===== src/assert_macros.svh =====
// Assertion macros for the RTL; complex_alu_top includes them.
`ifndef ASSERT_MACROS_SVH
`define ASSERT_MACROS_SVH
`ifndef ASSERT_OFF
`define ASSERT_CLK(lbl, prop) \
    lbl: assert property (@(posedge clk) disable iff (!rst_n) prop) \
        else $error("assertion failed: %m");
`define ASSERT_NEVER(lbl, cond) \
    lbl: assert property (@(posedge clk) disable iff (!rst_n) !(cond)) \
        else $error("forbidden condition: %m");
`else
`define ASSERT_CLK(lbl, prop)
`define ASSERT_NEVER(lbl, cond)
`endif
`endif


===== src/cxa_mult.sv =====
// Two-stage product unit: partial products, then the sums used by multiply and divide.
module cxa_mult #(
    parameter int W = 16
) (
    input  logic                  clk,
    input  logic                  en,
    input  logic signed [W-1:0]   ar,
    input  logic signed [W-1:0]   ai,
    input  logic signed [W-1:0]   br,
    input  logic signed [W-1:0]   bi,
    output logic signed [2*W+1:0] mul_re,
    output logic signed [2*W+1:0] mul_im,
    output logic signed [2*W+1:0] div_re,
    output logic signed [2*W+1:0] div_im,
    output logic [2*W-1:0]        den
);
    localparam int PW = 2 * W;
    localparam int SW = 2 * W + 2;

    logic signed [PW-1:0] p_rr_reg, p_ii_reg, p_ir_reg, p_ri_reg, p_brr_reg, p_bii_reg;
    logic signed [SW-1:0] mul_re_reg, mul_im_reg, div_re_reg, div_im_reg;
    logic [PW-1:0]        den_reg;
    logic signed [SW-1:0] e_rr, e_ii, e_ir, e_ri;
    logic [PW-1:0]        den_next;

    always_ff @(posedge clk)
    begin
        if (en)
        begin
            p_rr_reg  <= ar * br;
            p_ii_reg  <= ai * bi;
            p_ir_reg  <= ai * br;
            p_ri_reg  <= ar * bi;
            p_brr_reg <= br * br;
            p_bii_reg <= bi * bi;
        end
    end

    assign e_rr = {{2{p_rr_reg[PW-1]}}, p_rr_reg};
    assign e_ii = {{2{p_ii_reg[PW-1]}}, p_ii_reg};
    assign e_ir = {{2{p_ir_reg[PW-1]}}, p_ir_reg};
    assign e_ri = {{2{p_ri_reg[PW-1]}}, p_ri_reg};
    // Both squares are nonnegative and their sum is at most 2^(2W-1), so it fits unsigned.
    assign den_next = $unsigned(p_brr_reg) + $unsigned(p_bii_reg);

    always_ff @(posedge clk)
    begin
        if (en)
        begin
            mul_re_reg <= e_rr - e_ii;
            mul_im_reg <= e_ir + e_ri;
            div_re_reg <= e_rr + e_ii;
            div_im_reg <= e_ir - e_ri;
            den_reg    <= den_next;
        end
    end

    assign mul_re = mul_re_reg;
    assign mul_im = mul_im_reg;
    assign div_re = div_re_reg;
    assign div_im = div_im_reg;
    assign den    = den_reg;
endmodule


===== config.mk =====
export PLATFORM = sky130hd
export DESIGN_NAME = cxa_mult
export DESIGN_NICKNAME = d
export VERILOG_FILES = /design/src/assert_macros.svh /design/src/cxa_mult.sv
export SDC_FILE = /design/constraint.sdc
export NUM_CORES = 2
export LEC_CHECK = 0
export CAP_MARGIN = 20
export CORE_UTILIZATION = 52
export DETAILED_ROUTE_END_ITERATION = 6
export DONT_BUFFER_PORTS = 1
export PLACE_DENSITY_LB_ADDON = 0.2
export SLEW_MARGIN = 20
export SYNTH_ARGS = -nofsm -noshare
export SYNTH_HDL_FRONTEND = slang
export SYNTH_SLANG_ARGS = --single-unit

===== constraint.sdc =====
create_clock -name clk -period 14.5 [get_ports clk]
set_input_delay 0.725 -clock clk [delete_from_list [all_inputs] [get_ports clk]]
set_output_delay 0.725 -clock clk [all_outputs]
set_load 0.01 [all_outputs]

# ---- Word level (Yosys, flattened, before mapping)
# Cells that the tools add are included.
dict set report op_classes {
  addsub 5
  mul 6
}
# operator count
set op_table {}
lappend op_table {{16-bit by 16-bit multiplier with 32-bit output} 6}
lappend op_table {{32-bit by 32-bit adder with 33-bit output} 2}
lappend op_table {{32-bit by 32-bit subtractor with 33-bit output} 2}
lappend op_table {{32-bit adder} 1}
dict set report word_totals {
  reg_bits 360
  word_cells 22
}

# ---- Logic depth before layout (Yosys ltp)
dict set report logic_depth {
  word_depth 1
  depth_mapped 27
}

# ---- Worst setup path after synthesis
# Ideal clock, no wire load.
dict set report synth_path {
  kind {input to register}
  from {input port bi[3]}
  to {register p_bii_reg[30], data pin}
  arrival_ps 6695
  path_slack_ps 7547
  cell_stages 23
  cell_sequence {clkbuf_1 -> clkbuf_1 -> nand2_1 -> fa_1 -> fa_1 -> fa_1 -> inv_1 -> fa_1 -> fa_1 -> inv_1 -> fa_1 -> inv_1 -> ha_1 -> inv_1 -> o21bai_1 -> a2111oi_0 -> nor4_1 -> o311ai_1 -> a31oi_1 -> or4_1 -> a31o_2 -> a21oi_1 -> xnor2_1}
}
dict set report synth_via {
  elab_chain_cells 1
}
# item line_no
set synth_rtl {}
lappend synth_rtl {{start: declaration} cxa_mult.sv:10} ;# input logic signed [W-1:0] bi,
lappend synth_rtl {{16-bit by 16-bit multiplier with 32-bit output} cxa_mult.sv:35} ;# p_bii_reg <= bi * bi;
lappend synth_rtl {{end signal: assignment} cxa_mult.sv:35}
lappend synth_rtl {{end: declaration} cxa_mult.sv:20} ;# logic signed [PW-1:0] p_rr_reg, p_ii_reg, p_ir_reg, p_ri_reg, p_brr_reg, p_bii_reg;
# No other way between the ends.
# A chain may end at the register's enable or synchronous reset.

# ---- Worst setup path after layout
dict set report layout_path {
  from {input port bi[15]}
  to {register p_bii_reg[30], data pin}
}
# Same word-level chain as after synthesis.

==> impl_results.md <==
- Outcome: complete, no violations
- Worst slack, placed: 7.051 ns
- CTS Buf Count: 47
- CTS Sinks: 352
- Unique masters post-synth: 80
- Fin nets: 9,785
- EDFF count, synth: 352
- CTS HTree Levels: 2
- GRT Max-Usage Layer: met2
- Main synth FF type: edfxtp_1
- Met1 Use GR: 0.3494
- Clk slew on worst S/H paths: 0.06 ns
- Critical R2R Capture: mul_im[32]
- Largest net degree at the start of global routing: 353
- DRC viols: 0
- Total Wirelength: 182.4 mm
- Fmax: 146.6 MHz
- Vias in the first global route: 55,576
- Root buf cell: clkbuf_16
- Worst Tran Pin Value: 1.285 ns
- Post-Synthesis Cells: 7,786
- Die width: 382.1 um
- Worst-case clock buffer depth: 3
- Routed WL per cell: 19.27 um
- R2r worst-path depth: 13
- Initial antenna violation count: 6
- Synthesized cell area: 75,140 sq um
- Die ar.: 146,000 sq um
- Commonest non-fill, non-tap cell in the layout: inv_1
- RSZ-0062 raised after global routing: no
- CTS tree: done
- Detailed Routing Iterations Pass 1: 5
- Final worst-path cycle share: 0.4705
- Sequential-to-total area share from yosys stat: 0.1407
- Port Buffer Count: 0
- Hold endpoint: p_bii_reg[0]
- Met3 usage: 0.02993
- Initial core utilization: 0.5237
- Worst Path Arrival: 7.22 ns
- Placed Cells: 9,381
- DR vias: 50,693
- Core area: 143,500 sq um
- Hold Crit Class: in -> reg
- Synth Register Bits: 352
- CP Max Fanout: 26
- Min cycle time layout: 6.822 ns
- R2R setup slack: 10.12 ns
- Clock Skew: 0.02255 ns
- Cts hold-fix bufs: 0
- Hold Crit Start: bi[0]
- Avg Cell Area, Syn: 9.651 sq um
- Area growth syn-to-layout: 3.715%
- Commonest non-fill, non-tap cells in the layout: inv_1, fa_1, nand2_1, ha_1, and2_1
- Synthesized net count: 10,044
- First-pass GRT wire length: 301.9 mm
- Post-route ant nets: 0
- CP Class: in -> reg
- Ys async rst share: 0
- Worst path required time: 14.90 ns
- Final setup violation count: 0
- Worst-Skew Late Latency: 0.66 ns
- GR Overflow Total: 0
- Layout cells sized above 1: 0.01666
- Critical Path Source Type: input pin
- Row Count: 139
- Final Slew Violations: 0
- Critical Path End Type: register
- Max_cap viols: 0
- Routability cong.: 0.8967
- Drt first-iter violations: 2,852
- Vias/cell: 5.355
- HPWL after DPL: 139.7 mm
- Worst setup margin: 7.678 ns
- WHS Path Cells: 0
- Met2 usage: 0.4498
- YS warnings: 0
- Non-Filler Instances: 9,467
- GRT Total Usage: 0.2627
- Post-CTS Resized: 0
- Final hold violations: 0
- TNS Setup: 0 ns
- Rel. slew slack: 0.1432
- Postcts setup bufs: 0
- Top Ports: 234
- Die H: 382.1 um
- Critical R2R Launch: p_ri_reg[0]
-- cells in the mapped netlist (all sizes together) (25+ instances only) --
master | instances | area (sq um)
and3 | 25 | 156.4
nand3 | 49 | 245.2
xor2 | 78 | 683.2
fa | 1518 | 30390
a31oi | 26 | 162.7
buf | 30 | 147.6
o21bai | 49 | 367.9
a21oi | 239 | 1196
o21a | 38 | 285.3
nand2b | 51 | 319.1
ha | 674 | 8433
xnor2 | 288 | 2522
o21ai | 111 | 555.5
inv | 1930 | 7244
nor3 | 62 | 310.3
clkbuf | 281 | 1055
a21o | 108 | 810.8
and2 | 544 | 3403
nor2b | 46 | 287.8
edfxtp | 352 | 10570
nand2 | 715 | 2684
nor2 | 308 | 1156
-- logic make-up (layout without fill, tap and decap cells) --
group,count (synthesis),count (layout),synth area share
buffers and inverters,2243,2019,0.1125
adder cells (fa/ha/maj),2192,2192,0.5166
AND/OR/NAND/NOR,1880,1880,0.1214
AO/OA/AOI/OAI,742,742,0.06462
XOR/XNOR,366,366,0.04266
flip-flops,352,352,0.1407
multiplexers,11,11,0.001482
other,0,2,0
-- per-layer routing --
metal	routed length [um]	share of wire
met1	76280	0.42
met2	90000	0.49
met3	9856	0.054
met4	6263	0.034
met5	11	0.000060
-- per-stage QoR --
stage	hold slack, ns	area, sq um	utilization
2_1_floorplan	0.5128	75140	-
4_1_cts	0.1345	77930	0.5431
6_report	0.1762	77940	0.5432
3_5_place_dp	0.5438	76350	0.5321
3_3_place_gp	0.5267	76350	0.5321
5_1_grt	0.1439	77930	0.5431
-- final cells by class --
type / count / area [sq um]
Clock buffer: 51 / 1191
Inverter: 1932 / 7252
Antenna cell: 2 / 5.005
Fill cell: 12910 / 65550
Timing Repair Buffer: 3 / 22.52
Sequential cell: 352 / 10570
Tap cell: 1903 / 2381
Multi-Input combinational cell: 5191 / 56120
Clock inverter: 33 / 394.1
-- critical path, cell delays in order --
cell and delay, ns:
inv_2 0.25, buf_4 0.42, nor2_1 0.15, fa_1 0.73
fa_1 0.51, fa_1 0.50, fa_1 0.52, fa_1 0.51
inv_1 0.06, fa_1 0.48, inv_1 0.04, ha_1 0.32
a21o_1 0.18, a21o_1 0.18, a21oi_1 0.14, o21ai_0 0.09
a21oi_1 0.21, a31oi_1 0.14, or4_1 0.45, a31o_2 0.25
a21oi_1 0.20, xnor2_1 0.09
-- worst max path at each step --
stage | to | depth (start not counted) | start
floorplan | p_bii_reg[30] | 23 | bi[3]
global route | p_bii_reg[31] | 21 | bi[15]
global placement | p_bii_reg[31] | 21 | bi[15]
CTS | p_bii_reg[30] | 22 | bi[15]
detailed placement | p_bii_reg[31] | 21 | bi[15]
finish | p_bii_reg[30] | 22 | bi[15]
Power is left out: the tool's default activity adds up to more than one toggle a clock period on the data nets, which glitch-free logic cannot reach.
