### src/assert_macros.svh
// Assertion macros for the RTL; complex_alu_top includes them.
`ifndef ASSERT_MACROS_SVH
`define ASSERT_MACROS_SVH
`ifndef ASSERT_OFF
`define ASSERT_CLK(lbl, prop) \
    lbl: assert property (@(posedge clk) disable iff (!rst_n) prop) \
        else $error("assertion failed: %m");
`define ASSERT_NEVER(lbl, cond) \
    lbl: assert property (@(posedge clk) disable iff (!rst_n) !(cond)) \
        else $error("forbidden condition: %m");
`else
`define ASSERT_CLK(lbl, prop)
`define ASSERT_NEVER(lbl, cond)
`endif
`endif

### src/cxa_div_stage.sv
// One restoring division step: produces one quotient bit.
module cxa_div_stage #(
    parameter int RW  = 58,
    parameter int QW  = 17,
    parameter int DW  = 32,
    parameter int BIT = 0
) (
    input  logic [RW-1:0] rem_in,
    input  logic [QW-1:0] quo_in,
    input  logic [DW-1:0] den,
    output logic [RW-1:0] rem_out,
    output logic [QW-1:0] quo_out
);
    logic [RW-1:0] den_sh;

    assign den_sh = RW'(den) << BIT;

    always_comb
    begin
        rem_out = rem_in;
        quo_out = quo_in;
        if (rem_in >= den_sh)
        begin
            rem_out      = rem_in - den_sh;
            quo_out[BIT] = 1'b1;
        end
    end
endmodule

### config.mk
export PLATFORM = sky130hd
export DESIGN_NAME = cxa_div_stage
export DESIGN_NICKNAME = d
export VERILOG_FILES = /design/src/assert_macros.svh /design/src/cxa_div_stage.sv
export SDC_FILE = /design/constraint.sdc
export NUM_CORES = 1
export LEC_CHECK = 0
export ABC_AREA = 1
export BUFFER_PORTS_ARGS = -buffer_cell sky130_fd_sc_hd__buf_4
export CORE_ASPECT_RATIO = 0.6
export CORE_UTILIZATION = 52
export DETAILED_ROUTE_END_ITERATION = 16
export MAX_ROUTING_LAYER = met4
export PLACE_DENSITY = 0.92
export SETUP_SLACK_MARGIN = 0.5
export SYNTH_ARGS = -nofsm -noshare
export SYNTH_HDL_FRONTEND = slang
export SYNTH_SLANG_ARGS = --single-unit
### constraint.sdc
create_clock -name vclk -period 2.12
set_input_delay 0.212 -clock vclk [all_inputs]
set_output_delay 0.212 -clock vclk [all_outputs]
set_load 0.02 [all_outputs]
==> flow_summary_export.csv, run 1 <==
group,metric,value,unit
floorplan,die_x,127.4,µm
yosys,yosys.area.top_type_share,31.38,%
placement,routabilityCongestion,1.145,
yosys,syn-mean-instance-area,4.851,µm²
clock_tree,ctsHoldBuffers,0,
yosys,syn_area,4905,µm²
status,lastStage,"4_1_cts",
status,outcome,"aborted with a tool error",
yosys,synth_top_cell_by_area,"nand2_1",
floorplan,die_h,77.23,µm
floorplan,pin_count,182,
yosys,synth_nets,1151,
status,error,"[ERROR DPL-0033] detailed placement checks failed during check placement.",
placement,place_hpwl,18150,µm
yosys,synth_cells,1011,
floorplan,initial_core_util,53.57,%
yosys,synth_cell_types,32,
floorplan,row_count,27,
yosys,ys_seq_area_share,0,%
clock_tree,cts_resized,186,
clock_tree,cts_setup_buffers,22,
placement,place_inst,1414,
yosys,ys_top_cells_by_area,"nand2_1, inv_1, nor2_1",
placement,io_buffer_count,150,
yosys,yosys_warnings,0,
[cell families after synthesis]
kind of cell / synth area share (%)
AND/OR/NAND/NOR: 54.08
buffers and inverters: 21.12
AO/OA/AOI/OAI: 11.58
adder cells (fa/ha/maj): 8.571
XOR/XNOR: 4.643
[Yosys cell counts (all sizes together)]
cell type	n
nand2	413
inv	217
nor2	117
nand3	48
a21oi	39
o21ai	34
ha	32
buf	25
xnor2	21
nand3b	18
nand4	15
nor3	14
xor2	5
and2	4
nor4	2
clkinv	1
fa	1
nand2b	1
nor3b	1
o21a	1
o21bai	1
or2	1
[stage by stage]
step | TNS [ps] | cell area, µm² | hold slack, ps | util [%] | setup WS, ps
after global placement | -14760 | 7994 | 424.1 | 87.32 | -296.8
after detailed placement | -19110 | 7994 | 424.1 | 87.32 | -480.6
after floorplan | 0 | 5813 | 521.6 | - | 135.3
==> inputs of run 2 (changes only) <==
Settings changed: CORE_ASPECT_RATIO 0.6 to not set, CORE_UTILIZATION 52 to 37, MAX_ROUTING_LAYER met4 to not set, PLACE_DENSITY 0.92 to not set, PLACE_DENSITY_LB_ADDON set to 0.15, SETUP_SLACK_MARGIN 0.5 to not set.
==> run 2 against run 1 <==
- the flow now finishes, with violations (setup timing)
- area after synthesis is the same
- synthesized cell count did not move
==> flow_summary_export.csv, run 2 <==
group,metric,value,unit
timing,relSlewSlack,70.13,%
layout,fin_util,71.37,%
yosys,synth_cell_types,32,
yosys,syn_area,4905,µm²
timing,layout_setup_ws,-307.5,ps
global_routing,grt_pass1_wl,31710,µm
yosys,synth_xor_area_share,4.643,%
critical_path,start_kind,"primary input",
global_routing,overflow,0,
yosys,synth_top_family_by_area,"simple AND/OR/NAND/NOR gates",
critical_path,critPathKind,"in2out",
status,failed_checks,"setup timing",
yosys,synth_cells,1011,
layout,drive_gt1_share,45.14,%
yosys,synth_nets,1151,
layout,fin_area,9116,µm²
global_routing,grt_antenna_before_repair,0,
layout,finalNonFillerCells,1521,
placement,io_buffer_count,150,
yosys,synth_top_cell_by_area,"nand2_1",
drt,drt_iter0_markers,456,
timing,fin_crit_sh,114.5,%
drt,wirelength,22800,µm
drt,num_vias,7347,
yosys,yosys.area.top_type_share,31.38,%
drt,postRouteAntennaNets,0,
status,outcome,"finished, violations left",
hold_path,min_from,"quo_in[10]",
yosys,synth_compound_area_share,11.58,%
floorplan,pin_count,182,
pwr,leakage,0.004863,µW
global_routing,grtUsageTotal,30.40,%
placement,place_hpwl,17820,µm
layout,nets,1491,
timing,worst_slew_pin_slew,443.4,ps
hold_path,hp-class,"in2out",
floorplan,row_count,41,
flow_run,timing.max_cap.violations,0,
critical_path,critPathArrivalTime,2220,ps
placement,routabilityCongestion,1.050,
layout,regArea,0,µm²
yosys,synthMuxAreaShare,0,%
critical_path,end_kind,"output port",
layout,area_growth,85.87,%
critical_path,path_max_fanout,3,
floorplan,die_h,117.1,µm
critical_path,crit_required,1910,ps
layout,nClkBuffers,0,
drt,drc,0,
global_routing,grt_pass1_vias,6567,
floorplan,die_x,117.1,µm
yosys,syn-mean-instance-area,4.851,µm²
floorplan,die_area,13720,µm²
placement,dpl-instance-area,7559,µm²
timing,setup-violations-final,59,
timing,hold_viol,0,
yosys,synth_adder_area_share,8.571,%
yosys,synth_most_common_cell,"nand2_1",
placement,pre_cts_slack,-566.4,ps
layout,multi_input_comb_area,4933,µm²
global_routing,grt_max_degree,20,
layout,seq_cells,0,
layout,num_antenna_cells,0,
drt,vias_per_cell,4.830,
timing,period_needed,2427,ps
pwr,ir_drop,0.1999,mV
clock_tree,ctsHoldBuffers,0,
floorplan,core-area,12770,µm²
pwr,powerDensity,281.8,nW/µm²
timing,rsz0062_at_grt,"true",
yosys,yosys-top-cells-count,"nand2_1, inv_1, nor2_1",
timing,fmax,411.9,MHz
yosys,ys_seq_area_share,0,%
yosys,synthSimpleGateAreaFrac,54.08,%
layout,layout_common_cells,"nand2_1, buf_4, inv_1",
layout,layout_commonest_cell,"nand2_1",
critical_path,cp-startpoint,"rem_in[11]",
drt,drt-pass1-iter-count,5,
yosys,ys_top_cells_by_area,"nand2_1, inv_1, nor2_1",
floorplan,initial_core_util,38.40,%
yosys,yosys_warnings,0,
drt,wl_per_cell,14.99,µm
layout,nFillCells,1093,
placement,place_inst,1503,
timing,slew_viol_final,0,
-- run 2: cell counts after synthesis --
Identical to the previous run, type by type.
-- run 2: timing repair --
action | in CTS | in global routing
resized for setup | 169 | 131
setup endpoints to repair | 59 | 59
pin swaps | 21 | 37
cloned | 0 | 6
setup buffers | 11 | 4
-- run 2: area by class of cell --
class,count,share of cell area (%)
multi-input combinational,768,54.12
inverter,218,9.086
tap,172,2.361
timing repair buffer,363,34.44
-- run 2: stage by stage --
| stage | hold WS (ps) | TNS (ps) | total power, µW |
|---|---|---|---|
| 4_1_cts | 424.1 | -12420 | 2339 |
| 5_1_grt | 424.0 | -18150 | 2740 |
| 3_5_place_dp | 424.1 | -28460 | 2067 |
| 2_1_floorplan | 536.6 | 0 | 1102 |
| 6_report | 424.0 | -13010 | 2569 |
| 3_3_place_gp | 424.1 | -28540 | 2061 |
-- run 2: worst max-delay path, stage by stage --
cell,delay (ps)
buf_4,110
ha_1,310
nand2_1,110
inv_1,80
nand2_1,120
buf_4,150
inv_1,70
nand2_1,80
nand2_1,50
nand2_1,50
nand3b_1,210
buf_4,220
xnor2_2,150
o21ai_4,160
buf_6,130
-- run 2: final timing paths --
kind	to	slack, ps	cells after the start
min	quo_out[10]	420	0
max	rem_out[20]	-310	15
-- run 2: report_power, final --
part,leakage [µW],internal [µW],switching [µW]
Combinational,0.00486,1240,1330
Clock,0,0,0
Sequential,0,0,0
-- run 2: kinds of logic (layout without fill, tap and decap cells) --
family,after synthesis,in the layout
AOI/OAI and AO/OA,75,75
xor gates and xnor gates,26,26
and+or+nand+nor,634,634
adders and majority gates,33,33
buffers and inverters,243,581
-- run 2: layer usage --
metal | vias to the layer above | wire length [µm] | global-route usage, %
li1 | 3700 | - | -
met1 | 3351 | 9869 | 40.35
met2 | 255 | 10880 | 53.85
met3 | 41 | 1506 | 2.935
met4 | 0 | 550 | 5.063
met5 | - | 0 | 0
(Power assumes the default switching activity.)
==> inputs of run 3 (changes only) <==
Settings changed: CORE_UTILIZATION 37 to 30.
==> run 3 against run 2 <==
- the run still ends with setup timing left
- cell count grew 4.7%
- clock-buffer cell count unchanged
- final area grew 6.6%
- sequential share of layout area stayed put
- setup slack worse by 7.9 ps
- via count up 0.23%
- non-clock buffer count grew 28
- global-route usage down 4.0 points
- largest cell class unchanged
==> flow_summary_export.csv, run 3 (synthesis gave the netlist of run 2 again) <==
group,metric,value,unit
layout,drive_gt1_share,48.22,%
timing,hold_viol,0,
drt,drt-pass1-iter-count,7,
drt,wl_per_cell,15.02,µm
drt,num_vias,7364,
pwr,p_clk_share,0,%
layout,finalNonFillerCells,1593,
timing,slew_viol_final,0,
pwr,switching_power,1405,µW
timing,period_needed,2435,ps
timing,fmax,410.6,MHz
global_routing,grt_pass1_wl,34320,µm
global_routing,grtUsageTotal,26.43,%
critical_path,critPathKind,"in2out",
pwr,ir_drop,0.2386,mV
critical_path,crit_required,1910,ps
timing,setup-violations-final,59,
status,failed_checks,"setup timing",
flow_run,timing.max_cap.violations,0,
pwr,power_frac_comb,100.0,%
floorplan,die_area,16860,µm²
drt,wirelength,23930,µm
critical_path,end_kind,"output port",
pwr,powerDensity,284.4,nW/µm²
placement,dpl-instance-area,7621,µm²
drt,vias_per_cell,4.623,
floorplan,die_x,129.9,µm
timing,fin_crit_sh,114.9,%
placement,place_hpwl,18620,µm
timing,worst_slew_pin_slew,412.9,ps
layout,layout_common_cells,"nand2_1, buf_4, inv_1",
layout,num_antenna_cells,0,
layout,nClkBuffers,0,
pwr,leakage,0.005143,µW
timing,rsz0062_at_grt,"true",
drt,postRouteAntennaNets,0,
critical_path,path_max_fanout,7,
placement,place_inst,1548,
layout,fin_area,9722,µm²
placement,pre_cts_slack,-442.8,ps
placement,io_buffer_count,150,
pwr,power.internal,1360,µW
global_routing,grt_max_degree,21,
floorplan,pin_count,182,
global_routing,overflow,0,
layout,seq_cells,0,
critical_path,start_kind,"primary input",
layout,area_growth,98.21,%
timing,layout_setup_ws,-315.3,ps
layout,layout_commonest_cell,"nand2_1",
critical_path,critPathArrivalTime,2220,ps
floorplan,initial_core_util,30.76,%
layout,nets,1519,
timing,fin_hold_ws,424.0,ps
drt,drc,0,
floorplan,core-area,15940,µm²
floorplan,row_count,46,
drt,drt_iter0_markers,422,
global_routing,grt_antenna_before_repair,0,
placement,routabilityCongestion,0.9537,
status,outcome,"finished, violations left",
timing,tns,-15540,ps
global_routing,grt_pass1_vias,6740,
pwr,switching_share,50.80,%
pwr,sequentialPowerShare,0,%
floorplan,die_h,129.9,µm
hold_path,hp-class,"in2out",
timing,relSlewSlack,72.18,%
layout,regArea,0,µm²
-- run 3: repair_timing --
action,in CTS,in global routing
hold buffers,0,0
buffers inserted,29,9
gates resized for setup,204,167
gates cloned,3,6
setup endpoints to repair,59,59
pin swaps,26,43
-- run 3: metal layers --
metal | vias to the layer above | global-route usage, % | wire length [µm]
li1 | 3774 | - | -
met1 | 3340 | 36.23 | 10670
met2 | 218 | 45.93 | 11480
met3 | 32 | 1.804 | 1310
met4 | 0 | 4.036 | 478
met5 | - | 0 | 0
-- run 3: power by group through the flow --
stage	Sequential [µW]	Clock (µW)	Combinational [µW]
floorplan	0	0	1100
global placement	0	0	2120
detailed placement	0	0	2120
CTS	0	0	2490
global route	0	0	2960
finish	0	0	2760
-- run 3: cell type report --
class	instances	area, µm²
Fill cell	1503	6221
Inverter	218	830.8
Multi-Input combinational cell	768	5204
Tap cell	216	270.3
Timing Repair Buffer	391	3417
-- run 3: metrics by stage --
step           utilization [%]  total power (µW)
2_1_floorplan                -              1102
3_3_place_gp             47.80              2119
3_5_place_dp             47.80              2121
4_1_cts                  55.56              2490
5_1_grt                  60.98              2961
6_report                 60.98              2765
-- run 3: critical path, stage by stage --
cell and delay [ps]:
buf_6 80, inv_4 30, ha_4 280, nand2_4 70, buf_6 130, nor2_4 90
inv_2 60, nor2_4 110, inv_2 60, nor2_4 100, nand2_2 70, inv_2 70
nor2_4 40, nor2_4 130, nor2_8 70, buf_12 160, clkbuf_16 170, a21oi_4 150
buf_6 140
-- run 3: path summary, 6_finish.rpt --
| check | startpoint | end | slack (ps) | cells after the start |
|---|---|---|---|---|
| setup / recovery | den[23] | rem_out[43] | -320 | 19 |
| hold / removal | quo_in[11] | quo_out[11] | 420 | 0 |
==> inputs of run 4 (changes only) <==
Settings changed: ABC_AREA 1 to not set, RECOVER_POWER set to 100.
==> run 4 against run 3 <==
- the run still ends with setup timing left
- via count is 32% lower
- wire length is 35% lower
- final area shrank 15%
- cell count down 39%
- die area shrank 33%
- critical path depth decreased by 5
- synthesized cell count is 50% lower
- first-iteration DRC count shrank 48%
- combinational power fell by 9.8%
- setup slack got worse by 610 ps
- clock-buffer cell count unchanged
==> flow_summary_export.csv, run 4 <==
group,metric,value,unit
yosys,synth_cell_types,62,
drt,drt-pass1-iter-count,4,
layout,nClkBuffers,0,
yosys,syn_area,3268,µm²
clock_tree,ctsHoldBuffers,0,
pwr,powerDensity,301.2,nW/µm²
floorplan,core-area,10460,µm²
yosys,yosys_warnings,0,
critical_path,start_kind,"primary input",
placement,pre_cts_slack,-1032,ps
placement,io_buffer_count,150,
global_routing,overflow,0,
floorplan,initial_core_util,31.24,%
floorplan,pin_count,182,
critical_path,path_max_fanout,6,
timing,slew_viol_final,0,
floorplan,row_count,37,
drt,num_vias,5010,
placement,place_hpwl,11940,µm
global_routing,grtUsageTotal,25.63,%
timing,setup-violations-final,59,
yosys,yosys-top-cells-count,"nand2_1, inv_1, a21oi_1, ha_1, xor2_1",
drt,postRouteAntennaNets,0,
hold_path,min_path_cells,0,
global_routing,grt_pass1_wl,24000,µm
layout,nFillCells,689,
drt,drt_iter0_markers,219,
yosys,synth_nets,641,
critical_path,critPathArrivalTime,2830,ps
global_routing,grt_max_degree,12,
timing,rsz0062_at_grt,"true",
hold_path,hold-path-endpoint,"quo_out[14]",
layout,area_growth,152.5,%
drt,vias_per_cell,5.117,
floorplan,die_h,106.4,µm
layout,num_antenna_cells,0,
floorplan,die_area,11320,µm²
layout,layout_commonest_cell,"buf_4",
layout,drive_gt1_share,70.34,%
timing,fin_hold_ws,424.0,ps
timing,relSlewSlack,59.31,%
global_routing,grt_antenna_before_repair,0,
timing,layout_setup_ws,-923.9,ps
floorplan,die_x,106.4,µm
yosys,ys_seq_area_share,0,%
timing,worst_slew_pin_slew,604.0,ps
drt,drc,0,
pwr,total_power,2485,µW
global_routing,grt_pass1_vias,5161,
timing,hold_viol,0,
status,failed_checks,"setup timing",
critical_path,end_kind,"output port",
timing,tns,-44890,ps
yosys,ys_top_cells_by_area,"ha_1, xor2_1, nand2_1",
flow_run,timing.max_cap.violations,0,
hold_path,min_from,"quo_in[14]",
pwr,leakage,0.003963,µW
hold_path,hp-class,"in2out",
yosys,synth_cells,501,
layout,finalNonFillerCells,979,
layout,regArea,0,µm²
drt,wl_per_cell,15.84,µm
drt,wirelength,15510,µm
yosys,syn-mean-instance-area,6.523,µm²
yosys,synth_top_cell_by_area,"ha_1",
layout,nets,985,
yosys,synth_most_common_cell,"nand2_1",
placement,routabilityCongestion,0.8987,
timing,fin_crit_sh,143.6,%
status,outcome,"finished, violations left",
yosys,yosys.area.top_type_share,12.25,%
timing,period_needed,3044,ps
layout,layout_common_cells,"buf_4, buf_6, nand2_1",
critical_path,crit_required,1910,ps
critical_path,critPathKind,"in2out",
pwr,ir_drop,0.2394,mV
layout,seq_cells,0,
timing,fmax,328.5,MHz
placement,place_inst,949,
run 4: changes by cell type in the layout (fill, tap and decap cells not counted), sizes merged, moves of 8 or more:
cell,before,now
nand2,413,65
inv,217,40
nor2,117,27
nand3,48,8
xor2,5,32
a21o,0,18
nand3b,18,0
o21ai,34,52
nor3,14,22
nor4,2,10
run 4: power breakdown:
| part | switching (µW) | internal [µW] |
|---|---|---|
| Clock | 0 | 0 |
| Combinational | 1170 | 1320 |
| Sequential | 0 | 0 |
run 4: worst max-delay path: stages:
cell and delay [ps]:
buf_6 100, inv_4 50, ha_4 130, fa_2 210, nor2b_2 50, o211ai_1 160
buf_4 160, a32oi_2 120, a221o_1 400, a211o_1 300, a211o_4 410, nor3_4 240
xor2_2 160, buf_6 130
run 4: cell type report:
class	instances	area, µm²	area share, %
inverters	40	192.7	2.335
repair buffers	381	3407	41.29
multi-input cells	422	4482	54.31
well taps	136	170.2	2.062
run 4: logic make-up (layout without fill, tap and decap cells):
| logic type | after synthesis | count (layout) | synth area share (%) |
|---|---|---|---|
| simple gates | 182 | 182 | 30.05 |
| compound gates | 155 | 155 | 30.71 |
| buf+inv | 79 | 421 | 12.37 |
| xor+xnor | 51 | 51 | 13.67 |
| fa+ha+maj | 33 | 33 | 12.86 |
| mux | 1 | 1 | 0.3445 |
run 4: worst max path at each step:
stage	startpoint	end	slack (ps)	cells after the start
finish	rem_in[0]	rem_out[40]	-920	14
global route	rem_in[0]	rem_out[40]	-990	14
CTS	rem_in[0]	rem_out[44]	-840	14
detailed placement	den[0]	rem_out[43]	-1030	11
global placement	den[0]	rem_out[43]	-990	11
floorplan	rem_in[5]	rem_out[44]	-640	9
run 4: per-stage QoR:
step	instance area (µm²)	utilization, %
finish	8252	78.87
global route	8252	78.87
CTS	7958	76.06
detailed placement	7063	67.51
global placement	7063	67.51
floorplan	4557	-
run 4: per-layer routing:
layer	wire, µm	up-vias	track usage [%]
met4	238	0	3.770
met5	0	-	0
met1	6649	2358	32.70
met3	771	34	1.471
met2	7850	167	47.77
li1	-	2451	-
run 4: what timing repair did:
item                       in CTS  in global routing
gates cloned                    3                  2
setup buffers                  18                 12
gates resized for setup       144                 39
pin swaps                      44                 45
setup endpoints to repair      59                 59
